**config.mk**
```make
export PLATFORM = sky130hd
export DESIGN_NAME = afct_mac
export DESIGN_NICKNAME = d
export VERILOG_FILES = /design/src/afct_pkg.sv /design/src/afct_mac.sv
export SDC_FILE = /design/constraint.sdc
export NUM_CORES = 2
export LEC_CHECK = 0
export ABC_AREA = 1
export CAP_MARGIN = 20
export CELL_PAD_IN_SITES_DETAIL_PLACEMENT = 0
export CELL_PAD_IN_SITES_GLOBAL_PLACEMENT = 1
export CORE_MARGIN = 8
export CORE_UTILIZATION = 55
export DETAILED_ROUTE_END_ITERATION = 10
export DONT_BUFFER_PORTS = 1
export GPL_TIMING_DRIVEN = 0
export PLACE_DENSITY = 0.95
export SLEW_MARGIN = 25
export SYNTH_ARGS = -nofsm -noshare
export SYNTH_HDL_FRONTEND = slang
export SYNTH_SLANG_ARGS = --single-unit
```
**constraint.sdc**
```tcl
create_clock -name clk -period 14.21 [get_ports clk]
set_input_delay 2.1315 -clock clk [delete_from_list [all_inputs] [get_ports clk]]
set_output_delay 2.1315 -clock clk [all_outputs]
set_load 0.02 [all_outputs]
```
**src/afct_pkg.sv**
```systemverilog
// shared constants, types and request codes for the aabb frustum cull test
// used by every module of the block; depends on nothing
package afct_pkg;

  localparam int NUM_PLANES  = 6;
  localparam int FRAC_BITS   = 16;
  localparam int COORD_WIDTH = 32;

  localparam int MAT_ENTRIES = 16;
  localparam int STORE_DEPTH = MAT_ENTRIES + 4 * NUM_PLANES;
  localparam int ADDR_W      = $clog2(STORE_DEPTH);
  localparam int PLANE_W     = (NUM_PLANES > 1) ? $clog2(NUM_PLANES) : 1;
  localparam int PROD_W      = 2 * COORD_WIDTH;
  localparam int ACC_W       = PROD_W + 2;
  localparam int IDX_W       = 6;
  localparam int IN_TDATA_W  = 232;
  localparam int OUT_TDATA_W = 8;

  localparam logic REQ_LOAD = 1'b0;
  localparam logic REQ_TEST = 1'b1;

  localparam logic signed [COORD_WIDTH-1:0] ONE_FX = COORD_WIDTH'(1) << FRAC_BITS;

  // one multiply-accumulate op as seen by the shared unit
  typedef struct packed {
    logic       valid;
    logic       first;
    logic       last;
    logic       dot;
    logic [1:0] row;
  } mac_op_t;

  // finished four-term sum
  typedef struct packed {
    logic       valid;
    logic       dot;
    logic [1:0] row;
  } mac_done_t;

endpackage

```
**src/afct_mac.sv**
```systemverilog
// shared multiply-accumulate unit: registered 32x32 product, exact accumulator
// uses afct_pkg types
module afct_mac (
  input  logic                                    clk,
  input  logic                                    rst_n,
  input  afct_pkg::mac_op_t                       op_i,
  input  logic signed [afct_pkg::COORD_WIDTH-1:0] a_i,
  input  logic signed [afct_pkg::COORD_WIDTH-1:0] b_i,
  output afct_pkg::mac_done_t                     done_o,
  output logic signed [afct_pkg::ACC_W-1:0]       acc_o
);

  logic signed [afct_pkg::PROD_W-1:0] prod_r;
  afct_pkg::mac_op_t                  op2_r;
  logic signed [afct_pkg::ACC_W-1:0]  acc_r;
  logic signed [afct_pkg::ACC_W-1:0]  acc_nxt;
  afct_pkg::mac_done_t                done_r;

  always_comb begin
    acc_nxt = (op2_r.first ? '0 : acc_r) + afct_pkg::ACC_W'(prod_r);
  end

  always_ff @(posedge clk) begin
    if (!rst_n) begin
      op2_r  <= '0;
      done_r <= '0;
    end else begin
      op2_r        <= op_i;
      done_r.valid <= op2_r.valid & op2_r.last;
      done_r.dot   <= op2_r.dot;
      done_r.row   <= op2_r.row;
    end
  end

  always_ff @(posedge clk) begin
    prod_r <= a_i * b_i;
    if (op2_r.valid) begin
      acc_r <= acc_nxt;
    end
  end

  assign done_o = done_r;
  assign acc_o  = acc_r;

endmodule

```
## Word-level counts from Yosys, hierarchy flattened

Index checks and enable logic that the tools add are counted.

| word-level totals | value |
|---|---|
| flip-flop bits (word level) | 140 |
| input port bits | 72 |
| output and inout bits | 70 |

| operators by class | value |
|---|---|
| add/subtract/negate cells | 1 |
| multiply operators | 1 |
| muxes and demuxes | 1 |
| bitwise operators | 1 |

Operator list:

| kind | count |
|---|---|
| adder 66 bit | 1 |
| two-way mux 66 bit | 1 |
| multiplier 32 x 32 -> 64 bit | 1 |
| AND 1 bit | 1 |

## Logic depth before layout (Yosys ltp)

| depth | value |
|---|---|
| depth after elaboration | 2 |
| mapped depth | 32 |
| mapped depth without buffers | 31 |

## Worst setup path after synthesis

OpenSTA, ideal clock, no wires.

| timing path | value |
|---|---|
| path type | input port to flip-flop |
| start | input a_i[31] (netlist name) |
| end | register prod_r[54] (netlist name) |
| library setup time | 0.113 ns |
| data arrival time | 8.722 ns |
| data required time | 14.097 ns |
| slack | 5.375 ns |
| cell stages on the path | 27 |
| cells stage by stage | clkbuf_1 nand2_1 inv_1 fa_1 fa_1 inv_1 fa_1 inv_1 fa_1 inv_1 fa_1 inv_1 fa_1 inv_1 fa_1 inv_1 fa_1 ha_1 nand2_1 nor2_1 inv_1 nor2_2 nand2_1 nor4_1 nand2_1 nand4_1 nand2_1 |

| between the ends | value |
|---|---|
| longest elaborated chain between the ends | 1 |

Ends and longest elaborated chain:

| item | line | RTL |
|---|---|---|
| start: declaration | afct_mac.sv:7 | `input logic signed [afct_pkg::COORD_WIDTH-1:0] a_i,` |
| multiplier 32 x 32 -> 64 bit | afct_mac.sv:36 | `prod_r <= a_i * b_i;` |
| end signal: assignment | afct_mac.sv:36 |  |
| end: declaration | afct_mac.sv:13 | `logic signed [afct_pkg::PROD_W-1:0] prod_r;` |

Every way passes these cells.
A chain may end at the register's enable or synchronous reset.

## Worst setup path in the final report

| timing path | value |
|---|---|
| start | input a_i[31] (netlist name) |
| end | register prod_r[61] (netlist name) |

The elaborated chain is that of the path after synthesis.

==> results.py <==
metrics = {
    "timing": {
        "final.setup.tns_ns": 0,
        "clock_skew_ns": 0.01327,
        "fmax_mhz": 94.83,
        "layout_min_cycle_time_ns": 10.54,
        "finalCritPeriodShare_pct": 74.21,
        "setup_viol": 0,
        "slew_headroom_pct": 15.82,
        "maxSlewViolCount": 0,
        "tightest_slew_ns": 1.263,
        "final.setup.worst_slack_ns": 3.665,
        "grt_setup_unrepaired": "no",
        "hold_violations": 0,
    },
    "route": {
        "avgViaCountPerCell": 5.488,
        "avgRoutedWirePerCell_um": 24.54,
        "wl_mm": 186.6,
        "drc": 0,
        "drtIter0Drc": 5064,
        "ant_nets": 0,
        "vias": 41740,
        "drtPass1Iterations": 8,
    },
    "logic_synthesis": {
        "syn_area_per_cell_um2": 7.523,
        "synthCells": 6408,
        "synth_cell_types": 37,
        "synth_area_leaders": "fa_1, inv_1, nand2_1, ha_1, edfxtp_1",
        "synth-edff-count": 66,
        "syn-num-nets": 7812,
        "yosys.area.top_type": "fa_1",
        "netlist.area_leader.share_pct": 44.98,
        "synth_seq_cells": 140,
        "seq_area_frac_synth_pct": 7.185,
        "netlist_top_cells_count": "inv_1, nand2_1, fa_1",
        "async_flop_share_pct": 0,
        "synth.most_common_cell": "inv_1",
        "synth_ff_type": "dfxtp_1",
        "ys.warnings.count": 0,
        "netlist_area_mm2": 0.04820,
    },
    "die": {
        "num_rows": 108,
        "pin_count": 142,
        "die-area_mm2": 0.09738,
        "start_util_pct": 55.57,
        "chipHeight_um": 312.1,
        "design.core.area_mm2": 0.08675,
        "die_x_um": 312.1,
    },
    "global_routing": {
        "antenna_found_initial": 12,
        "grt_start_max_net_pins": 35,
        "overflow": 0,
        "track_usage_pct": 38.41,
        "grt_first_pass_wirelength_mm": 273.8,
        "grt_pass1_vias": 42420,
    },
    "worst_setup_path": {
        "crit_path_end_kind": "flip-flop",
        "criticalPathCategory": "in -> reg",
        "crit_required_ns": 14.56,
        "cp.arrival_ns": 10.89,
        "slowest_delay_ns": 0.96,
        "startpoint": "a_i[31]",
        "worst_path_max_delay_cell": "fa_1",
        "r2r-start": "op2_r[4]",
        "startpoint_type": "input pin",
        "cp_max_fo": 10,
    },
    "finish": {
        "layout-drive-gt1-share_pct": 2.484,
        "syn_to_final_growth_pct": 4.475,
        "stdcell_count": 7605,
        "multi_input_area_mm2": 0.03662,
        "layout.nets": 7833,
        "ff_latch_area_mm2": 0.003467,
        "n_fill_cell": 8361,
    },
    "placed_design": {
        "dpl.cell_count": 7564,
        "pre_cts_ws_ns": 3.323,
        "io_buffer_count": 0,
        "gp_congestion": 1.062,
        "hpwl_mm": 157.3,
    },
    "clock_tree": {
        "cts-root-buf": "clkbuf_16",
        "cts_buffers": 17,
        "ctsResizeCount": 0,
        "cts_tree": "done",
        "hold_buffers": 0,
        "cts_buffer_depth": 2,
        "cts.sinks": 140,
        "cts_setup_buffers": 0,
        "clkTransAtPathRegs_ns": 0.07,
        "clock_latency_ns": 0.45,
        "cts.htree.levels": 4,
    },
    "flow_run": {
        "drv_cap": 0,
    },
    "worst_hold_path": {
        "hold_path_class": "reg -> reg",
        "hp-start": "op2_r[1]",
    },
    "run_status": {
        "status": "completed",
    },
}
[layout by cell type, fill, tap and decap left out, types with 17 or more instances in the layout]
cell type,netlist,layout
o21bai_1,35,35
nand4_1,39,39
nor2_1,306,306
dfxtp_1,74,73
nor2_2,26,26
nand2_1,1847,1847
o21ai_0,66,66
clkbuf_16,0,17
clkbuf_2,0,30
nand2_2,26,26
ha_1,249,249
clkbuf_1,199,169
xor2_1,60,60
edfxtp_1,66,66
fa_1,1083,1082
nand3_1,124,124
inv_1,1958,1958
a21oi_1,158,158
[path summary, 6_finish.rpt]
kind	endpoint	slack [ns]	cells past startpoint
min	done_o[1]	0.42	2
min reg2reg	done_o[1]	0.42	2
max reg2reg	acc_o[57]	9.99	13
max	prod_r[61]	3.67	27
[critical path, delay by kind of cell]
kind,cells,cell delay [ns]
AND/OR/NAND/NOR,9,1.53
buffers and inverters,9,1.80
adder cells (fa/ha/maj),9,5.38
[final cells by class]
cell class	count	share of cell area (%)
clock buffer	17	0.8447
inverter	1964	14.64
timing repair buffer	2	0.06211
multi-input combinational	4104	72.72
clock inverter	15	0.3801
antenna	8	0.03975
sequential	140	6.884
buffer	200	1.565
tap	1155	2.869
[flip-flops by register name, summed over array words and instances (netlist names)]
name	count
acc_o	66
op2_r	6
done_o	4
prod_r	64
[per-stage QoR]
stage / cell area, um^2 / hold WS [ns] / utilization [%]
finish: 50360 / 0.4176 / 58.05
global route: 50340 / 0.4260 / 58.03
CTS: 50320 / 0.4219 / 58.00
detailed placement: 49700 / 0.4014 / 57.29
global placement: 49650 / 0.3950 / 57.23
floorplan: 48210 / 0.3905 / -
[cells by family after synthesis]
| group | after synthesis | share of synthesized area (%) |
|---|---|---|
| compound gates | 283 | 3.229 |
| flops | 140 | 7.185 |
| simple gates | 2421 | 20.06 |
| buf+inv | 2164 | 16.85 |
| xor+xnor | 68 | 1.235 |
| fa+ha+maj | 1332 | 51.44 |
[layer usage]
layer | up-vias | wire length [um] | global-route usage [%]
li1 | 18050 | - | -
met1 | 20340 | 70340 | 49.97
met2 | 2649 | 77860 | 56.50
met3 | 691 | 25890 | 13.42
met4 | 10 | 12430 | 20.14
met5 | - | 111 | 0
Power is not shown: default switching activity piles up to over one toggle a cycle in this logic, so the estimate is an artifact.
