**config.mk**
```make
export PLATFORM = sky130hd
export DESIGN_NAME = afct_coef_store
export DESIGN_NICKNAME = d
export VERILOG_FILES = /design/src/afct_pkg.sv /design/src/afct_coef_store.sv
export SDC_FILE = /design/constraint.sdc
export NUM_CORES = 1
export LEC_CHECK = 0
export BUFFER_PORTS_ARGS = -buffer_cell sky130_fd_sc_hd__buf_4
export CORE_UTILIZATION = 30
export CTS_BUF_LIST = sky130_fd_sc_hd__clkbuf_8
export DETAILED_ROUTE_END_ITERATION = 8
export GPL_TIMING_DRIVEN = 0
export SYNTH_ARGS = -nofsm -noshare
export SYNTH_HDL_FRONTEND = slang
export SYNTH_SLANG_ARGS = --single-unit
```
**constraint.sdc**
```tcl
create_clock -name clk -period 8.95 [get_ports clk]
set_clock_uncertainty 0.15 [all_clocks]
set_input_delay 1.3425 -clock clk [delete_from_list [all_inputs] [get_ports clk]]
set_output_delay 1.3425 -clock clk [all_outputs]
set_load 0.1 [all_outputs]
```
**src/afct_pkg.sv**
```systemverilog
// shared constants, types and request codes for the aabb frustum cull test
// used by every module of the block; depends on nothing
package afct_pkg;

  localparam int NUM_PLANES  = 6;
  localparam int FRAC_BITS   = 16;
  localparam int COORD_WIDTH = 32;

  localparam int MAT_ENTRIES = 16;
  localparam int STORE_DEPTH = MAT_ENTRIES + 4 * NUM_PLANES;
  localparam int ADDR_W      = $clog2(STORE_DEPTH);
  localparam int PLANE_W     = (NUM_PLANES > 1) ? $clog2(NUM_PLANES) : 1;
  localparam int PROD_W      = 2 * COORD_WIDTH;
  localparam int ACC_W       = PROD_W + 2;
  localparam int IDX_W       = 6;
  localparam int IN_TDATA_W  = 232;
  localparam int OUT_TDATA_W = 8;

  localparam logic REQ_LOAD = 1'b0;
  localparam logic REQ_TEST = 1'b1;

  localparam logic signed [COORD_WIDTH-1:0] ONE_FX = COORD_WIDTH'(1) << FRAC_BITS;

  // one multiply-accumulate op as seen by the shared unit
  typedef struct packed {
    logic       valid;
    logic       first;
    logic       last;
    logic       dot;
    logic [1:0] row;
  } mac_op_t;

  // finished four-term sum
  typedef struct packed {
    logic       valid;
    logic       dot;
    logic [1:0] row;
  } mac_done_t;

endpackage

```
**src/afct_coef_store.sv**
```systemverilog
// coefficient store: matrix and plane equations, one write and one read port
// entries read as zero until written; uses afct_pkg
module afct_coef_store (
  input  logic                                  clk,
  input  logic                                  rst_n,
  input  logic                                  wr_en,
  input  logic [afct_pkg::ADDR_W-1:0]           wr_addr,
  input  logic [afct_pkg::COORD_WIDTH-1:0]      wr_data,
  input  logic [afct_pkg::ADDR_W-1:0]           rd_addr,
  output logic signed [afct_pkg::COORD_WIDTH-1:0] rd_data
);

  logic [afct_pkg::COORD_WIDTH-1:0] mem_r [afct_pkg::STORE_DEPTH];
  logic [afct_pkg::STORE_DEPTH-1:0] valid_r;
  logic [afct_pkg::COORD_WIDTH-1:0] mem_q_r;
  logic                             vld_q_r;

  always_ff @(posedge clk) begin
    if (!rst_n) begin
      valid_r <= '0;
    end else if (wr_en) begin
      valid_r[wr_addr] <= 1'b1;
    end
  end

  always_ff @(posedge clk) begin
    if (wr_en) begin
      mem_r[wr_addr] <= wr_data;
    end
    mem_q_r <= mem_r[rd_addr];
    vld_q_r <= valid_r[rd_addr];
  end

  assign rd_data = vld_q_r ? $signed(mem_q_r) : '0;

endmodule

```
======== Word level (Yosys, flattened, before mapping) ========
Memory sizes are Yosys's and may differ from the RTL's. A register that Yosys moved wholly into a read port is not among the register bits.
Cells that the tools add are included.
word-level totals
  register bits after elaboration ......... 41
  latch bits .............................. 0
  RAM bits ................................ 1280
  memory bits (read-only) ................. 0
  input bits .............................. 47
  output and inout bits ................... 32
  logic and storage cells ................. 15
  memories kept ........................... 1
memories
  name   words  bits a word  read ports  clocked after memory_dff  wr ports  line                   source
  mem_r  40     32           1           1                         1         afct_coef_store.sv:13  logic [afct_pkg::COORD_WIDTH-1:0] mem_r [afct_pkg::STORE_DEPTH];
operators by class
  add/sub/neg operators ................... 0
  multiply operators ...................... 0
  divide/modulo/power cells ............... 0
  magnitude comparators ................... 3
  equal/unequal tests ..................... 0
  shift-type cells ........................ 0
  muxes and demuxes ....................... 7
  bitwise gates (word level) .............. 1
  reduce and logical (&&, ||, !) cells .... 1
operator list
  cell                                                                count
  bitwise OR 40 bit                                                   1
  two-way mux 32 bit                                                  1
  < comparator 6 x 7 -> 1 bit (second input constant)                 2
  binary-select mux 1 bit (select 6 bit)                              1
  demux 1 bit (select 6 bit)                                          1
  greater-or-equal comparator 6 x 1 -> 1 bit (second input constant)  1
  two-way mux 1 bit                                                   4
  logical AND 1 bit                                                   1

======== Longest topological paths before layout ========
  word-level depth ........................ 5
  mapped depth ............................ 8
  depth with buffers taken out ............ 4

======== Least setup slack after synthesis ========
Ideal clock, no wire load.
  kind .................................... input port to flip-flop
  start point ............................. input port wr_addr[5] (netlist name)
  end point ............................... memory mem_r[18][0] (netlist name) (enable)
  library setup time ...................... 0.463 ns
  arrival ................................. 4.005 ns
  data required time ...................... 8.337 ns
  path slack .............................. 4.331 ns
  stages on the path ...................... 3
  buffers on the path ..................... 0
  cell sequence ........................... nor3b_1 nand3_1 nor3_1
RTL lines
  element             line                   source
  start: declaration  afct_coef_store.sv:7   input logic [afct_pkg::ADDR_W-1:0] wr_addr,
  end: declaration    afct_coef_store.sv:13
No word-level cell before the write port.

======== Final worst setup path ========
  start point ............................. register vld_q_r
  end point ............................... output port rd_data[13] (netlist name)
between the ends
  word-level cells in the longest chain between the ends .. 1
ends and longest elaborated chain
  element                   line                   source
  start: declaration        afct_coef_store.sv:16  logic vld_q_r;
  start signal: assignment  afct_coef_store.sv:31  vld_q_r <= valid_r[rd_addr];
  two-way mux 32 bit        afct_coef_store.sv:34  assign rd_data = vld_q_r ? $signed(mem_q_r) : '0;
  end: declaration          afct_coef_store.sv:10  output logic signed [afct_pkg::COORD_WIDTH-1:0] rd_data
No other way between the ends.

==> qor.txt <==
Clock buffers created by TritonCTS: 203
Most common cell in the netlist: edfxtp_1
Mapped Area: 51,800 um^2
Largest net degree at the start of global routing: 41
Worst-skew pair later-pin latency: 0.91 ns
CTS Buffer Depth: 3
PnR worst setup slack: 4.25 ns
Yosys Warn Count: 0
Clock power share: 0.376
Num ports: 79
Ys async rst share: 0
Slowest CP cell: clkbuf_1
Int Pwr: 9480 uW
Seq cells post-synth: 1,353
Routed vias/inst: 4.90
Multi-input gate area: 11,400 um^2
CTS tree: yes
Reg power frac: 0.567
Top post-synthesis cells by area: edfxtp_1, mux4_2, mux2i_1, dfxtp_1, a22oi_1
Pre-antenna DRT Iters: 8
Synth top area share: 0.742
Rows: 152
Initial antenna violation count: 4
GRT overflow: 0
Vias: 26,000
Comb pwr share: 0.057
Worst Path Required: 7.46 ns
Cells after Synth: 2,521
CP Data Arrival Time: 3.21 ns
Drt first-iter violations: 2,857
Clk slew on worst S/H paths: 0.06 ns
Starting Density: 0.302
H-tree Lvls: 4
Core Util, Final: 0.350
Root buffer cell: clkbuf_8
Startpoint Class: register
Placer Congestion: 0.819
Hold Vio Cnt, Final: 0
Detailed Place HPWL: 90,200 um
Post-DP Area: 56,400 um^2
Status: completed
LEAKAGE: 0.0193 uW
Post-Route WL: 136,000 um
Die ar.: 174,000 um^2
Minimum clock period after layout: 4.70 ns
Peak supply drop: 0.114 mV
FF/Latch Area: 39,900 um^2
Avg Inst Size Synth: 20.5 um^2
Finished layout cell area: 60,100 um^2
Register area share after synthesis: 0.770
Slew @ Worst Pin: 1.19 ns
Peak Freq: 213 MHz
Slew margin rel.: 0.197
Sw frac: 0.231
Synth area leader: edfxtp_1
Die Ht: 417 um
CTS Hold Bufs: 0
CP top delay family: buffers and inverters
Setup_tns: 0 ns
Final period util: 0.525
# Post-CTS Setup Buffers: 0
Nets: 2,889
DR DRC count: 0
CP max stage delay: 0.91 ns
First-pass GRT wire length: 192,000 um
Synth Flop Type: edfxtp_1
Number of distinct library cells after synthesis: 42
Pwr Density: 205 nW/um^2
Wirelength per Cell: 25.5 um
Unrepaired setup endpoints after global routing: no
Max cap viols: 0
Sink Count: 1,353
DP Worst Slack: 3.82 ns
Worst path cell trace: clkbuf_1, and2_1, buf_4
Max-slew violations: 0
Worst hold path type: register to register
WP buf/inv: 2
Layout cells sized above 1: 0.247
Worst-path maximum fanout: 11
Switching pwr: 2850 uW
Die X: 417 um
Core area: 172,000 um^2
Syn Nets: 2,568
Synth-to-Final Area Change: 16.0%
Crit path capture type: primary output
EDFF count, synth: 1,280
Post-CTS Resized: 0
Final setup vio count: 0
Post-DRT Antenna Nets: 0
GRT Total Usage: 0.155
Commonest cells in the netlist: edfxtp_1, mux2i_1, mux4_2
Setup CP Type: register to primary output
Number of I/O port buffers: 70
# fillers: 16,100
Vias in the first global route: 26,600
## worst paths after layout
check / start / end / slack (ns) / cells past startpoint
max: vld_q_r / rd_data[13] / 4.25 / 3
min: valid_r[4] / valid_r[4] / 0.31 / 1
max reg2reg: mem_r[26][24] / mem_q_r[24] / 6.57 / 4
min reg2reg: valid_r[4] / valid_r[4] / 0.31 / 1
## layout by cell type, fill, tap and decap left out, types with 7 or more instances in the layout
master and instances:
edfxtp_1 1280, mux2i_1 233, mux4_2 218, clkbuf_8 211
a22oi_1 110, buf_4 103, inv_1 81, nand2b_1 74
dfxtp_1 73, clkbuf_1 57, a21oi_1 47, clkinv_1 46
nand2_1 43, buf_2 41, o21a_1 40, nor2_4 39
and2_1 34, mux2_2 34, buf_12 33, a31oi_1 32
o21bai_1 24, clkinv_2 18, o41ai_1 17, a22o_1 16
buf_6 14, nor2b_1 11, a32oi_1 8, o21ai_0 7
o41ai_2 7
## registers in the layout, indices dropped and copies added, names as in the netlist
name     flops
valid_r     40
vld_q_r      1
mem_r     1280
mem_q_r     32
## final cells by class
type / count / share of cell area
Buffer: 145 / 0.0130
Antenna cell: 3 / 0.000125
Inverter: 2 / 0.000125
Sequential cell: 1353 / 0.664
Clock inverter: 157 / 0.0127
Clock buffer: 211 / 0.0484
Multi-Input combinational cell: 1021 / 0.190
Timing Repair Buffer: 116 / 0.0235
Tap cell: 2310 / 0.0481
## logic make-up (layout without fill, tap and decap cells)
family          Yosys count  in the layout  share of synthesized area
compound gates          315            315                     0.0445
buf+inv                 147            631                     0.0153
flops                  1353           1353                      0.770
mux                     485            485                      0.147
other cells               0              3                          0
simple gates            221            221                     0.0226
## per-layer routing
metal / part of all wire / vias up / global-route usage
met2: 0.48 / 1041 / 0.250
li1: - / 11000 / -
met3: 0.073 / 234 / 0.0379
met1: 0.41 / 13700 / 0.200
met5: 0.00013 / - / 0
met4: 0.035 / 4 / 0.0599
## power by group through the flow
stage               Clock, uW  Sequential (uW)  Combinational [uW]
floorplan                   0             7130                 389
global placement            0             7130                 682
detailed placement          0             7130                 704
CTS                      4730             7000                 706
global route             4980             7000                 741
finish                   4630             7000                 700
## metrics by stage
step / hold slack [ns] / power [uW] / instances
final: 0.310 / 12300 / 5318
after global routing: 0.322 / 12700 / 5316
after CTS: 0.315 / 12400 / 5315
after detailed placement: 0.300 / 7840 / 4947
after global placement: 0.292 / 7810 / 4901
after floorplan: 0.285 / 7510 / 2521
Note: power is estimated with default switching activity, not from simulation.
