--- src/afct_pkg.sv ---
// shared constants, types and request codes for the aabb frustum cull test
// used by every module of the block; depends on nothing
package afct_pkg;

  localparam int NUM_PLANES  = 6;
  localparam int FRAC_BITS   = 16;
  localparam int COORD_WIDTH = 32;

  localparam int MAT_ENTRIES = 16;
  localparam int STORE_DEPTH = MAT_ENTRIES + 4 * NUM_PLANES;
  localparam int ADDR_W      = $clog2(STORE_DEPTH);
  localparam int PLANE_W     = (NUM_PLANES > 1) ? $clog2(NUM_PLANES) : 1;
  localparam int PROD_W      = 2 * COORD_WIDTH;
  localparam int ACC_W       = PROD_W + 2;
  localparam int IDX_W       = 6;
  localparam int IN_TDATA_W  = 232;
  localparam int OUT_TDATA_W = 8;

  localparam logic REQ_LOAD = 1'b0;
  localparam logic REQ_TEST = 1'b1;

  localparam logic signed [COORD_WIDTH-1:0] ONE_FX = COORD_WIDTH'(1) << FRAC_BITS;

  // one multiply-accumulate op as seen by the shared unit
  typedef struct packed {
    logic       valid;
    logic       first;
    logic       last;
    logic       dot;
    logic [1:0] row;
  } mac_op_t;

  // finished four-term sum
  typedef struct packed {
    logic       valid;
    logic       dot;
    logic [1:0] row;
  } mac_done_t;

endpackage

--- src/afct_seq.sv ---
// sequencer: walks planes, feeds the shared mac, holds box, plane and vertex regs
// uses afct_pkg; drives afct_coef_store and afct_mac
module afct_seq (
  input  logic                                    clk,
  input  logic                                    rst_n,
  input  logic                                    in_valid,
  output logic                                    in_ready,
  input  logic                                    req_type,
  input  logic [afct_pkg::IDX_W-1:0]              coeff_index,
  input  logic signed [afct_pkg::COORD_WIDTH-1:0] coeff_value,
  input  logic signed [afct_pkg::COORD_WIDTH-1:0] box_min [3],
  input  logic signed [afct_pkg::COORD_WIDTH-1:0] box_max [3],
  output logic                                    mem_we,
  output logic [afct_pkg::ADDR_W-1:0]             mem_wa,
  output logic [afct_pkg::COORD_WIDTH-1:0]        mem_wd,
  output logic [afct_pkg::ADDR_W-1:0]             mem_ra,
  input  logic signed [afct_pkg::COORD_WIDTH-1:0] mem_rd,
  output afct_pkg::mac_op_t                       mac_op,
  output logic signed [afct_pkg::COORD_WIDTH-1:0] mac_a,
  output logic signed [afct_pkg::COORD_WIDTH-1:0] mac_b,
  input  afct_pkg::mac_done_t                     mac_done,
  input  logic signed [afct_pkg::ACC_W-1:0]       mac_acc,
  output logic                                    out_valid,
  input  logic                                    out_ready,
  output logic                                    out_culled
);

  typedef enum logic [5:0] {
    ST_IDLE  = 6'b000001,
    ST_LOAD  = 6'b000010,
    ST_XFORM = 6'b000100,
    ST_DOT   = 6'b001000,
    ST_WAIT  = 6'b010000,
    ST_FIN   = 6'b100000
  } state_t;

  localparam int HI_W = afct_pkg::ACC_W - afct_pkg::FRAC_BITS - afct_pkg::COORD_WIDTH + 1;
  localparam logic signed [afct_pkg::COORD_WIDTH-1:0] SAT_MAX =
    {1'b0, {(afct_pkg::COORD_WIDTH-1){1'b1}}};
  localparam logic signed [afct_pkg::COORD_WIDTH-1:0] SAT_MIN =
    {1'b1, {(afct_pkg::COORD_WIDTH-1){1'b0}}};

  function automatic logic signed [afct_pkg::COORD_WIDTH-1:0] sat_shift(
    input logic signed [afct_pkg::ACC_W-1:0] acc
  );
    logic [HI_W-1:0] hi;
    hi = acc[afct_pkg::ACC_W-1 -: HI_W];
    if (hi == '0 || hi == '1) begin
      return acc[afct_pkg::FRAC_BITS +: afct_pkg::COORD_WIDTH];
    end else if (acc[afct_pkg::ACC_W-1]) begin
      return SAT_MIN;
    end else begin
      return SAT_MAX;
    end
  endfunction

  state_t                        state_r, state_nxt;
  logic [3:0]                    step_r, step_nxt;
  logic [afct_pkg::PLANE_W-1:0]  plane_r, plane_nxt;
  logic                          res_r, res_nxt;
  logic                          out_valid_r, out_valid_nxt;
  logic                          out_culled_r, out_culled_nxt;

  logic signed [afct_pkg::COORD_WIDTH-1:0] bmin_r [3];
  logic signed [afct_pkg::COORD_WIDTH-1:0] bmax_r [3];
  logic signed [afct_pkg::COORD_WIDTH-1:0] pl_r [4];
  logic signed [afct_pkg::COORD_WIDTH-1:0] tv_r [4];

  logic              iss_vld, iss_load;
  afct_pkg::mac_op_t iss_op;
  logic              s1_vld_r, s1_load_r;
  afct_pkg::mac_op_t s1_op_r;
  logic [1:0]        s1_k_r;
  logic              box_take;
  logic signed [afct_pkg::COORD_WIDTH-1:0] vtx;

  assign in_ready = (state_r == ST_IDLE);
  assign box_take = in_valid && in_ready && (req_type == afct_pkg::REQ_TEST);

  always_comb begin
    state_nxt      = state_r;
    step_nxt       = step_r;
    plane_nxt      = plane_r;
    res_nxt        = res_r;
    out_valid_nxt  = out_valid_r & ~out_ready;
    out_culled_nxt = out_culled_r;
    iss_vld        = 1'b0;
    iss_load       = 1'b0;
    iss_op         = '0;
    mem_ra         = '0;
    mem_we         = 1'b0;
    mem_wa         = afct_pkg::ADDR_W'(coeff_index);
    mem_wd         = coeff_value;
    unique case (state_r)
      ST_IDLE: begin
        if (in_valid) begin
          if (req_type == afct_pkg::REQ_TEST) begin
            state_nxt = ST_LOAD;
            step_nxt  = '0;
            plane_nxt = '0;
          end else if (coeff_index < afct_pkg::IDX_W'(afct_pkg::STORE_DEPTH)) begin
            mem_we = 1'b1;
          end
        end
      end
      ST_LOAD: begin
        mem_ra   = afct_pkg::ADDR_W'(afct_pkg::MAT_ENTRIES)
                 + afct_pkg::ADDR_W'({plane_r, step_r[1:0]});
        iss_vld  = 1'b1;
        iss_load = 1'b1;
        step_nxt = step_r + 4'd1;
        if (step_r[1:0] == 2'd3) begin
          state_nxt = ST_XFORM;
          step_nxt  = '0;
        end
      end
      ST_XFORM: begin
        mem_ra       = afct_pkg::ADDR_W'(step_r);
        iss_vld      = 1'b1;
        iss_op.valid = 1'b1;
        iss_op.first = (step_r[1:0] == 2'd0);
        iss_op.last  = (step_r[1:0] == 2'd3);
        iss_op.row   = step_r[3:2];
        step_nxt     = step_r + 4'd1;
        if (step_r == 4'd15) begin
          state_nxt = ST_DOT;
          step_nxt  = '0;
        end
      end
      ST_DOT: begin
        iss_vld      = 1'b1;
        iss_op.valid = 1'b1;
        iss_op.dot   = 1'b1;
        iss_op.first = (step_r[1:0] == 2'd0);
        iss_op.last  = (step_r[1:0] == 2'd3);
        step_nxt     = step_r + 4'd1;
        if (step_r[1:0] == 2'd3) begin
          state_nxt = ST_WAIT;
          step_nxt  = '0;
        end
      end
      ST_WAIT: begin
        if (mac_done.valid && mac_done.dot) begin
          if (mac_acc[afct_pkg::ACC_W-1] ||
              plane_r == afct_pkg::PLANE_W'(afct_pkg::NUM_PLANES - 1)) begin
            res_nxt   = mac_acc[afct_pkg::ACC_W-1];
            state_nxt = ST_FIN;
          end else begin
            plane_nxt = plane_r + 1'b1;
            step_nxt  = '0;
            state_nxt = ST_LOAD;
          end
        end
      end
      ST_FIN: begin
        if (!out_valid_r || out_ready) begin
          out_valid_nxt  = 1'b1;
          out_culled_nxt = res_r;
          state_nxt      = ST_IDLE;
        end
      end
      default: begin
        state_nxt = ST_IDLE;
      end
    endcase
  end

  // operand select in the stage where store read data arrives
  always_comb begin
    if (s1_k_r == 2'd3) begin
      vtx = afct_pkg::ONE_FX;
    end else if (pl_r[s1_k_r][afct_pkg::COORD_WIDTH-1]) begin
      vtx = bmin_r[s1_k_r];
    end else begin
      vtx = bmax_r[s1_k_r];
    end
    mac_op       = s1_op_r;
    mac_op.valid = s1_vld_r & ~s1_load_r & s1_op_r.valid;
    mac_a        = s1_op_r.dot ? pl_r[s1_k_r] : mem_rd;
    mac_b        = s1_op_r.dot ? tv_r[s1_k_r] : vtx;
  end

  always_ff @(posedge clk) begin
    if (!rst_n) begin
      state_r     <= ST_IDLE;
      out_valid_r <= 1'b0;
      s1_vld_r    <= 1'b0;
    end else begin
      state_r     <= state_nxt;
      out_valid_r <= out_valid_nxt;
      s1_vld_r    <= iss_vld;
    end
  end

  always_ff @(posedge clk) begin
    step_r       <= step_nxt;
    plane_r      <= plane_nxt;
    res_r        <= res_nxt;
    out_culled_r <= out_culled_nxt;
    s1_load_r    <= iss_load;
    s1_op_r      <= iss_op;
    s1_k_r       <= step_r[1:0];
    if (box_take) begin
      bmin_r <= box_min;
      bmax_r <= box_max;
    end
    if (s1_vld_r && s1_load_r) begin
      pl_r[s1_k_r] <= mem_rd;
    end
    if (mac_done.valid && !mac_done.dot) begin
      tv_r[mac_done.row] <= sat_shift(mac_acc);
    end
  end

  assign out_valid  = out_valid_r;
  assign out_culled = out_culled_r;

endmodule
--- config.mk ---
export PLATFORM = sky130hd
export DESIGN_NAME = afct_seq
export DESIGN_NICKNAME = d
export VERILOG_FILES = /design/src/afct_pkg.sv /design/src/afct_seq.sv
export SDC_FILE = /design/constraint.sdc
export NUM_CORES = 1
export LEC_CHECK = 0
export ABC_AREA = 1
export BUFFER_PORTS_ARGS = -buffer_cell sky130_fd_sc_hd__buf_2
export CORE_MARGIN = 2
export CORE_UTILIZATION = 48
export DETAILED_ROUTE_END_ITERATION = 12
export PLACE_DENSITY = 0.85
export SLEW_MARGIN = 20
export SYNTH_ARGS = -nofsm -noshare
export SYNTH_HDL_FRONTEND = slang
export SYNTH_SLANG_ARGS = --single-unit
--- constraint.sdc ---
create_clock -name clk -period 15.78 [get_ports clk]
set_input_delay 0.789 -clock clk [delete_from_list [all_inputs] [get_ports clk]]
set_output_delay 0.789 -clock clk [all_outputs]
set_load 0.02 [all_outputs]
Word-level counts from Yosys, hierarchy flattened
Memories as Yosys holds them, arrays and structs flattened. A register that Yosys moved wholly into a read port is not among the register bits.
Index checks and enable logic that the tools add are counted.
{ "classes": {"add_sub_neg": 3, "mul": 0, "n_div": 0, "order_cmp": 2, "n_eq_ne": 19, "shift": 0, "n_mux": 49, "n_bitwise": 6, "n_reduce_logical": 22} }
{ "ops": {"columns": ["cell", "count"], "rows": [
  ["32-bit two-way mux", 11],
  ["32-bit binary-select mux with 2-bit select", 2],
  ["6-bit two-way mux", 8],
  ["6-bit one-hot mux with 6 select lines", 1],
  ["4-bit two-way mux", 6],
  ["19-bit == test, second input constant", 1],
  ["19-bit zero test", 1],
  ["4-bit one-hot mux with 4 select lines", 1],
  ["3-bit two-way mux", 5],
  ["2-bit inequality test, second input constant", 7],
  ["1-bit two-way mux", 13],
  ["6-bit one-hot mux with 2 select lines", 1],
  ["5-bit AND reduction", 2],
  ["7-bit AND reduction", 1],
  ["5-bit by 5-bit adder with 6-bit output, first input constant", 1],
  ["6-bit by 1-bit == test with 1-bit output, second input constant", 1],
  ["6-bit by 2-bit == test with 1-bit output, second input constant", 1],
  ["6-bit by 3-bit == test with 1-bit output, second input constant", 1],
  ["6-bit by 4-bit == test with 1-bit output, second input constant", 1],
  ["6-bit by 5-bit == test with 1-bit output, second input constant", 1],
  ["6-bit == test, second input constant", 1],
  ["6-bit < comparator, second input constant", 1],
  ["3-bit one-hot mux with 2 select lines", 1],
  ["1-bit logical AND", 5],
  ["19 further kinds", 27]
]} }
{ "totals": {"reg_bits": 218, "latch_bits": 0, "ram_bits": 256, "mem_bits_ro": 0, "input_bits": 337, "wordCells": 123, "n_memories": 2} }
{ "memory_table": {"columns": ["name", "words", "width", "rd", "rd_ports_with_merged_regs", "wr", "line", "text"], "rows": [
  ["pl_r", 4, 32, 1, 1, 1, "afct_seq.sv:66", "logic signed [afct_pkg::COORD_WIDTH-1:0] pl_r [4];"],
  ["tv_r", 4, 32, 1, 1, 1, "afct_seq.sv:67", "logic signed [afct_pkg::COORD_WIDTH-1:0] tv_r [4];"]
]} }

Longest topological paths before layout
Gate-level depths: netlist of the first run.
{ "depth": {"word_depth": 7, "mapped_depth": 11} }

Least setup slack after synthesis of the first run
OpenSTA, ideal clock, no wires.
{ "synth_path": {"kind": "register to register", "startpoint": "register state_r[3]", "endpoint": "register bmax_r[0] in the netlist's numbering, enable pin", "arrival_time_ns": 13.754, "required_time_ns": 14.801, "setup_slack_ns": 1.047, "stages_incl_launch_ff": 4, "period_less_slack_ns": 14.733, "cell_sequence": "dfxtp_1 -> nor2_1 -> nand3_1 -> nor3_1"} }
{ "synth_via": {"elab_chain_cells": 3} }
{ "synth_lines": {"columns": ["item", "line", "text"], "rows": [
  ["start: declaration", "afct_seq.sv:57", "state_t state_r, state_nxt;"],
  ["start signal: assignment", "afct_seq.sv:189", "state_r <= state_nxt;"],
  ["6-bit by 1-bit == test with 1-bit output", "afct_seq.sv:77", "assign in_ready = (state_r == ST_IDLE);"],
  ["1-bit logical AND (2 in series)", "afct_seq.sv:78", "assign box_take = in_valid && in_ready && (req_type == afct_pkg::REQ_TEST);"],
  ["via box_take", "afct_seq.sv:74", "logic box_take;"],
  ["end signal: assignment", "afct_seq.sv:205", "bmax_r <= box_max;"],
  ["end: declaration", "afct_seq.sv:65", "logic signed [afct_pkg::COORD_WIDTH-1:0] bmax_r [3];"]
]} }
The timed path passes the listed nets, and every way through them passes these cells.
A chain may end at the register's enable or synchronous reset.

Final worst setup path of the first run
{ "layout_path": {"startpoint": "register s1_k_r[1]", "endpoint": "output mac_b[25] in the netlist's numbering"} }
{ "layout_via": {"elab_chain_cells": 7} }
{ "layout_lines": {"columns": ["item", "line", "text"], "rows": [
  ["start: declaration", "afct_seq.sv:73", "logic [1:0] s1_k_r;"],
  ["start signal: assignment", "afct_seq.sv:202", "s1_k_r <= step_r[1:0];"],
  ["2-bit inverter with 3-bit output (implied by the code)", "afct_seq.sv:173, afct_seq.sv:175", null],
  ["32-bit binary-select mux with 2-bit select (on tied branches)", "afct_seq.sv:175, afct_seq.sv:173", null],
  ["32-bit two-way mux (on tied branches) (2 in series)", "afct_seq.sv:175, afct_seq.sv:173", null],
  ["32-bit two-way mux", "afct_seq.sv:172", "end else if (pl_r[s1_k_r][afct_pkg::COORD_WIDTH-1]) begin"],
  ["32-bit two-way mux (*)", "afct_seq.sv:170", "if (s1_k_r == 2'd3) begin"],
  ["32-bit two-way mux (*)", "afct_seq.sv:180", "mac_b = s1_op_r.dot ? tv_r[s1_k_r] : vtx;"],
  ["end: declaration", "afct_seq.sv:20", "output logic signed [afct_pkg::COORD_WIDTH-1:0] mac_b,"]
]} }
Every way passes the cells marked *; elsewhere a longest branch is shown, timed or not. The select of a mux whose other input is x is not followed.

==> impl_metrics.env, run 1 <==
export IMPL_die_h_um=203
export IMPL_avgRoutedWirePerCell_um=20.5
export IMPL_place_hpwl_um=31200
export IMPL_antenna_found_initial=20
export IMPL_dieArea_mm2=0.0412
export IMPL_setup_viol=0
export IMPL_grt_setup_unrepaired="false"
export IMPL_vias_per_cell=5.49
export IMPL_post_cts_setup_buffers=0
export IMPL_ys_warn_count=0
export IMPL_dp_cells=2293
export IMPL_clk_insertion_delay_late_ps=580
export IMPL_required_ps=14990
export IMPL_synth_area_leaders="edfxtp_1, nand2_1, a22oi_1"
export IMPL_reg2reg_slack_ps=12880
export IMPL_worstPathBufferInverterCount=3
export IMPL_crit_slowest_cell="buf_4"
export IMPL_yosys_area_top_type="edfxtp_1"
export IMPL_clk_path_buf_depth=3
export IMPL_hp_start="box_min[73]"
export IMPL_critPathKind="register to output pin"
export IMPL_ys_seq_area_frac=0.741
export IMPL_cp_depth=10
export IMPL_cp_startpoint="s1_k_r[1]"
export IMPL_switchingPower_uw=1310
export IMPL_gp_congestion=0.858
export IMPL_syn_avg_cell_area_um2=12.6
export IMPL_synth_edf_count=457
export IMPL_io_pins=455
export IMPL_synth_main_ff_cell="edfxtp_1"
export IMPL_final_cell_count_no_fill=2396
export IMPL_switching_share=0.349
export IMPL_hold_class="primary input to register"
export IMPL_max_stage_delay_ps=740
export IMPL_worstSetupEndpointType="output pin"
export IMPL_synthCells=1505
export IMPL_power_frac_clock=0.284
export IMPL_grt_pass1_vias=13032
export IMPL_finalSetupTns_ps=0
export IMPL_cp_max_fo=66
export IMPL_ys_types=33
export IMPL_layout_drive_gt1_share=0.249
export IMPL_portBuffers=368
export IMPL_routed_via_count=13146
export IMPL_fillers=3003
export IMPL_crit_end="mac_b[25]"
export IMPL_gr_usage_all_layers=0.232
export IMPL_r2r_cells=4
export IMPL_ir_drop_mv=0.232
export IMPL_wirelength_um=49200
export IMPL_min_period_over_period=0.293
export IMPL_grt_max_degree=188
export IMPL_seq_power_share=0.414
export IMPL_r2r_start="state_r[3]"
export IMPL_cts_tree="built"
export IMPL_rows=72
export IMPL_ctsHtreeMaxLevel=2
export IMPL_cts_root_buf="clkbuf_16"
export IMPL_maxCapViolations=0
export IMPL_syn2layout_area_growth_pct=18.6
export IMPL_hold_violations=0
export IMPL_cpMostUsedCell="nand2_1"
export IMPL_async_reset_ff_frac=0
export IMPL_powerDensity_mw_per_mm2=167
export IMPL_period_needed_ps=4620
export IMPL_dr_first_iter_drc_count=1245
export IMPL_clk_pin_slew_ps=60
export IMPL_cts_sinks=474
export IMPL_path_delay_family="buffers and inverters"
export IMPL_grt_overflow=0
export IMPL_initial_core_util=0.489
export IMPL_synth_most_common_cell="nand2_1"
export IMPL_die_w_um=203
export IMPL_ant_nets=0
export IMPL_crit_chain="nand2_1 > inv_4 > buf_4 > nand2_1 > nand2_1 > a21oi_1 > o21ai_1 > nand2_1 > nand2_1 > buf_2"
export IMPL_cts_hold_buf=0
export IMPL_netlist_area_mm2=0.0190
export IMPL_grt_pass1_wl_um=72400
export IMPL_synth_common_cells="nand2_1, edfxtp_1, a22oi_1"
export IMPL_cp_start_kind="register"
export IMPL_worst_pin_slew_ps=1080
export IMPL_numCtsBuffers=47
export IMPL_p_leak_uw=0.00870
export IMPL_relSlewSlack=0.279
export IMPL_drc_errors=0
export IMPL_firstDrtPassIters=6
export IMPL_max_freq_mhz=216
export IMPL_cp_arrival_ps=3830
export IMPL_core_region_area_mm2=0.0388
export IMPL_slew_viol_final=0
export IMPL_ys_ff_latch=474
export IMPL_final_nets=2167
export IMPL_finalClockSkew_ps=18.8
export IMPL_p_comb_frac=0.302
export IMPL_synth_top_area_frac=0.723
export IMPL_synthesis_nets=1847
export IMPL_r2r_end="bmax_r[6]"
export IMPL_outcome="complete, no violations"
export IMPL_power_internal_uw=2440
export IMPL_ctsResizeCount=0
[sequential cells by signal, indices dropped and copies added, names as in the netlist, 2 cells and up]
name,cells
tv_r,128
bmin_r,96
state_r,6
bmax_r,96
plane_r,3
s1_k_r,2
step_r,4
mac_op,5
pl_r,128
[power groups by stage]
stage               clock network [µW]  logic, µW  registers [µW]
CTS                               1080       1130            1550
detailed placement                   0       1120            1580
global placement                     0       1090            1570
floorplan                            0        765            1600
global route                      1130       1230            1560
finish                            1060       1130            1550
[per-stage QoR]
stage / worst slack (ps) / power [µW] / utilization / hold WS [ps] / cell area [µm²]
after global placement: 11750 / 2660 / 0.541 / 406 / 21000
after CTS: 11130 / 3760 / 0.578 / 347 / 22400
after global routing: 10840 / 3920 / 0.580 / 351 / 22500
after detailed placement: 11800 / 2690 / 0.541 / 424 / 21000
final: 11160 / 3750 / 0.580 / 380 / 22500
after floorplan: 1050 / 2360 / - / 397 / 19000
[worst min-delay path by stage]
stage / to / slack (ps) / depth (start not counted)
floorplan: s1_k_r[1] / 400 / 0
global placement: out_culled / 410 / 0
detailed placement: s1_k_r[1] / 420 / 0
CTS: bmin_r[17] / 350 / 1
global route: bmax_r[8] / 350 / 1
finish: bmin_r[73] / 380 / 1
[kinds of logic after synthesis]
| kind of cell | synth area share |
|---|---|
| flip-flops | 0.741 |
| AO/OA/AOI/OAI | 0.0689 |
| XOR/XNOR | 0.000923 |
| adder cells (fa/ha/maj) | 0.00330 |
| AND/OR/NAND/NOR | 0.141 |
| buffers and inverters | 0.0449 |
[cell usage in the layout (no fill, tap or decap), types with 5 or more instances in the layout]
master	n
a21oi_1	35
a22oi_1	96
a31oi_1	9
a41oi_1	14
buf_2	368
buf_4	17
clkbuf_1	9
clkbuf_16	47
clkinv_1	13
dfxtp_1	16
diode_2	22
edfxtp_1	457
ha_1	5
inv_1	39
nand2_1	502
nand3_1	62
nand4_1	18
nor2_1	64
nor3_1	6
nor3_2	7
o21ai_0	19
o21ai_1	19
[per-layer routing]
metal / vias to the layer above / GRT usage / wire (µm) / part of all wire
met5: - / 0 / 0 / 0
met4: 0 / 0.133 / 2620 / 0.053
met3: 176 / 0.0469 / 4020 / 0.082
met2: 711 / 0.388 / 24600 / 0.50
met1: 6260 / 0.283 / 18000 / 0.36
li1: 5999 / - / - / -
[final cells by class]
cell class | count | area, µm² | share of cell area
repair buffers | 387 | 2020 | 0.0896
well taps | 518 | 648 | 0.0288
clock buffers | 56 | 1210 | 0.0537
multi-input cells | 873 | 4130 | 0.183
flip-flops and latches | 474 | 14100 | 0.625
inverters | 42 | 160 | 0.00711
clock inverters | 24 | 229 | 0.0102
diodes | 22 | 55.1 | 0.00245
Power figures use the tool's default switching activity.
==> inputs of run 2 (changes only) <==
--- a/config.mk
+++ b/config.mk
@@ -5,12 +5,12 @@
 export SDC_FILE = /design/constraint.sdc
 export NUM_CORES = 1
 export LEC_CHECK = 0
-export ABC_AREA = 1
+export ABC_AREA = 0
 export BUFFER_PORTS_ARGS = -buffer_cell sky130_fd_sc_hd__buf_2
 export CORE_MARGIN = 2
-export CORE_UTILIZATION = 48
+export CORE_UTILIZATION = 54
 export DETAILED_ROUTE_END_ITERATION = 12
-export PLACE_DENSITY = 0.85
+export PLACE_DENSITY = 0.89
 export SLEW_MARGIN = 20
 export SYNTH_ARGS = -nofsm -noshare
 export SYNTH_HDL_FRONTEND = slang
==> constraint.sdc (replaced) <==
create_clock -name clk -period 4.42 [get_ports clk]
set_input_delay 0.221 -clock clk [delete_from_list [all_inputs] [get_ports clk]]
set_output_delay 0.221 -clock clk [all_outputs]
set_load 0.02 [all_outputs]
==> impl_metrics.env, run 2 <==
export IMPL_ys_seq_area_frac=0.730
export IMPL_placed_area_mm2=0.0213
export IMPL_final_cell_count_no_fill=2197
export IMPL_min_period_over_period=0.847
export IMPL_final_setup_worst_slack_ps=676
export IMPL_netlist_area_mm2=0.0193
export IMPL_grt_pass1_wl_um=77800
export IMPL_clk_path_buf_depth=3
export IMPL_vias_per_cell=5.92
export IMPL_fillers=2121
export IMPL_dieArea_mm2=0.0372
export IMPL_firstDrtPassIters=6
export IMPL_routed_via_count=12998
export IMPL_p_leak_uw=0.00924
export IMPL_synth_area_leaders="edfxtp_1, mux4_2, mux2i_1"
export IMPL_worst_pin_slew_ps=1100
export IMPL_core_region_area_mm2=0.0354
export IMPL_ctsHtreeMaxLevel=2
export IMPL_multi_input_area_mm2=0.00460
export IMPL_portBuffers=368
export IMPL_dp_cells=1858
export IMPL_max_freq_mhz=267
export IMPL_layout_drive_gt1_share=0.327
export IMPL_cp_arrival_ps=3520
export IMPL_cts_root_buf="clkbuf_16"
export IMPL_synth_edf_count=457
export IMPL_ys_ff_latch=474
export IMPL_powerDensity_mw_per_mm2=528
export IMPL_syn_avg_cell_area_um2=17.3
export IMPL_async_reset_ff_frac=0
export IMPL_hold_class="primary input to register"
export IMPL_drc_errors=0
export IMPL_required_ps=4200
export IMPL_ir_drop_mv=0.571
export IMPL_initial_core_util=0.545
export IMPL_grt_pass1_vias=13328
export IMPL_final_area_mm2=0.0252
export IMPL_cp_start_kind="register"
export IMPL_critPathKind="register to output pin"
export IMPL_synthesis_nets=1459
export IMPL_ant_nets=0
export IMPL_cts_sinks=474
export IMPL_cp_max_fo=134
export IMPL_crit_chain="buf_12 > nor2b_4 > buf_12 > nand2_1 > o21ai_0 > o21ai_0 > o21ai_0 > buf_2"
export IMPL_synth_most_common_cell="edfxtp_1"
export IMPL_max_stage_delay_ps=560
export IMPL_cts_tree="built"
export IMPL_ctsResizeCount=0
export IMPL_period_needed_ps=3740
export IMPL_clk_pin_slew_ps=60
export IMPL_grt_setup_unrepaired="false"
export IMPL_gr_usage_all_layers=0.288
export IMPL_finalSetupTns_ps=0
export IMPL_post_place_ws_ps=1380
export IMPL_mostFrequentLayoutCells="edfxtp_1, buf_2, dlygate4sd3_1"
export IMPL_place_hpwl_um=30500
export IMPL_ys_warn_count=0
export IMPL_die_w_um=193
export IMPL_seq_area_mm2=0.0141
export IMPL_total_power_uw=13300
export IMPL_syn2layout_area_growth_pct=30.8
export IMPL_synth_top_area_frac=0.712
export IMPL_reg_largest_list="pl_r: 128 flops, tv_r: 128 flops"
export IMPL_crit_slowest_cell="buf_12"
export IMPL_setup_viol=0
export IMPL_synth_main_ff_cell="edfxtp_1"
export IMPL_antenna_found_initial=9
export IMPL_worstSetupEndpointType="output pin"
export IMPL_clk_insertion_delay_late_ps=580
export IMPL_grt_max_degree=135
export IMPL_slew_viol_final=0
export IMPL_synthCells=1117
export IMPL_dr_first_iter_drc_count=1126
export IMPL_grt_overflow=0
export IMPL_avgRoutedWirePerCell_um=25.1
export IMPL_die_h_um=193
export IMPL_relSlewSlack=0.269
export IMPL_layout_commonest_cell="edfxtp_1"
export IMPL_final_nets=2039
export IMPL_numCtsBuffers=47
export IMPL_cpMostUsedCell="o21ai_0"
export IMPL_io_pins=455
export IMPL_wirelength_um=55200
export IMPL_ys_types=58
export IMPL_synth_common_cells="edfxtp_1, nand2_1, o21ai_0"
export IMPL_hold_violations=0
export IMPL_outcome="complete, no violations"
export IMPL_finalClockSkew_ps=25.4
export IMPL_gp_congestion=0.874
export IMPL_yosys_area_top_type="edfxtp_1"
export IMPL_rows=69
export IMPL_maxCapViolations=0
run 2: cell families (layout without fill, tap and decap cells):
logic type,count (synthesis),after routing,share of synthesized area
mux,159,159,0.126
buf+inv,114,726,0.0344
xor+xnor,4,4,0.00182
flops,474,474,0.730
compound gates,188,188,0.0617
other cells,0,7,0
simple gates,173,173,0.0431
fa+ha+maj,5,5,0.00325
run 2: path summary, 6_finish.rpt:
check	start	endpoint	slack [ps]	depth (start not counted)
max reg2reg	state_r[3]	bmax_r[27]	1640	4
min	mac_acc[24]	tv_r[1][8]	20	2
max	s1_k_r[0]	mac_b[22]	680	8
min reg2reg	res_r	out_culled	430	0
run 2: worst max-delay path: cells and delay by family (launching register included):
family | cells | cell delay [ps]
AO/OA/AOI/OAI | 3 | 920
flip-flops | 1 | 360
AND/OR/NAND/NOR | 2 | 520
buffers and inverters | 3 | 1090
run 2: area by class of cell:
cell class / instances / share of cell area
tap: 461 / 0.0229
multi-input combinational: 529 / 0.183
antenna: 7 / 0.000695
clock inverter: 26 / 0.00635
sequential: 474 / 0.558
inverter: 6 / 0.000893
timing repair buffer: 639 / 0.181
clock buffer: 55 / 0.0478
run 2: metrics by stage:
stage | utilization | hold slack (ps)
after detailed placement | 0.602 | 399
after floorplan | - | 320
after global placement | 0.602 | 397
after CTS | 0.712 | 0.912
after global routing | 0.712 | 24.6
final | 0.712 | 17.6
run 2: power breakdown:
group	internal, µW	total [µW]	switching (µW)	leakage [µW]
Clock	2010	3680	1680	0.000665
Sequential	5340	5550	209	0.00431
Combinational	1540	4080	2540	0.00426
Total	8890	13300	4430	0.00924
run 2: per-layer routing:
layer	track usage	wire length, µm	up-vias
met4	0.180	3610	8
li1	-	-	5511
met5	0	56	-
met3	0.0684	4790	259
met2	0.478	27700	863
met1	0.341	19100	6357
run 2: what timing repair did:
item / 4_1_cts / 5_1_grt
hold buffers: 251 / 0
hold endpoints to repair: 423 / 0
buffers inserted: 0 / 0
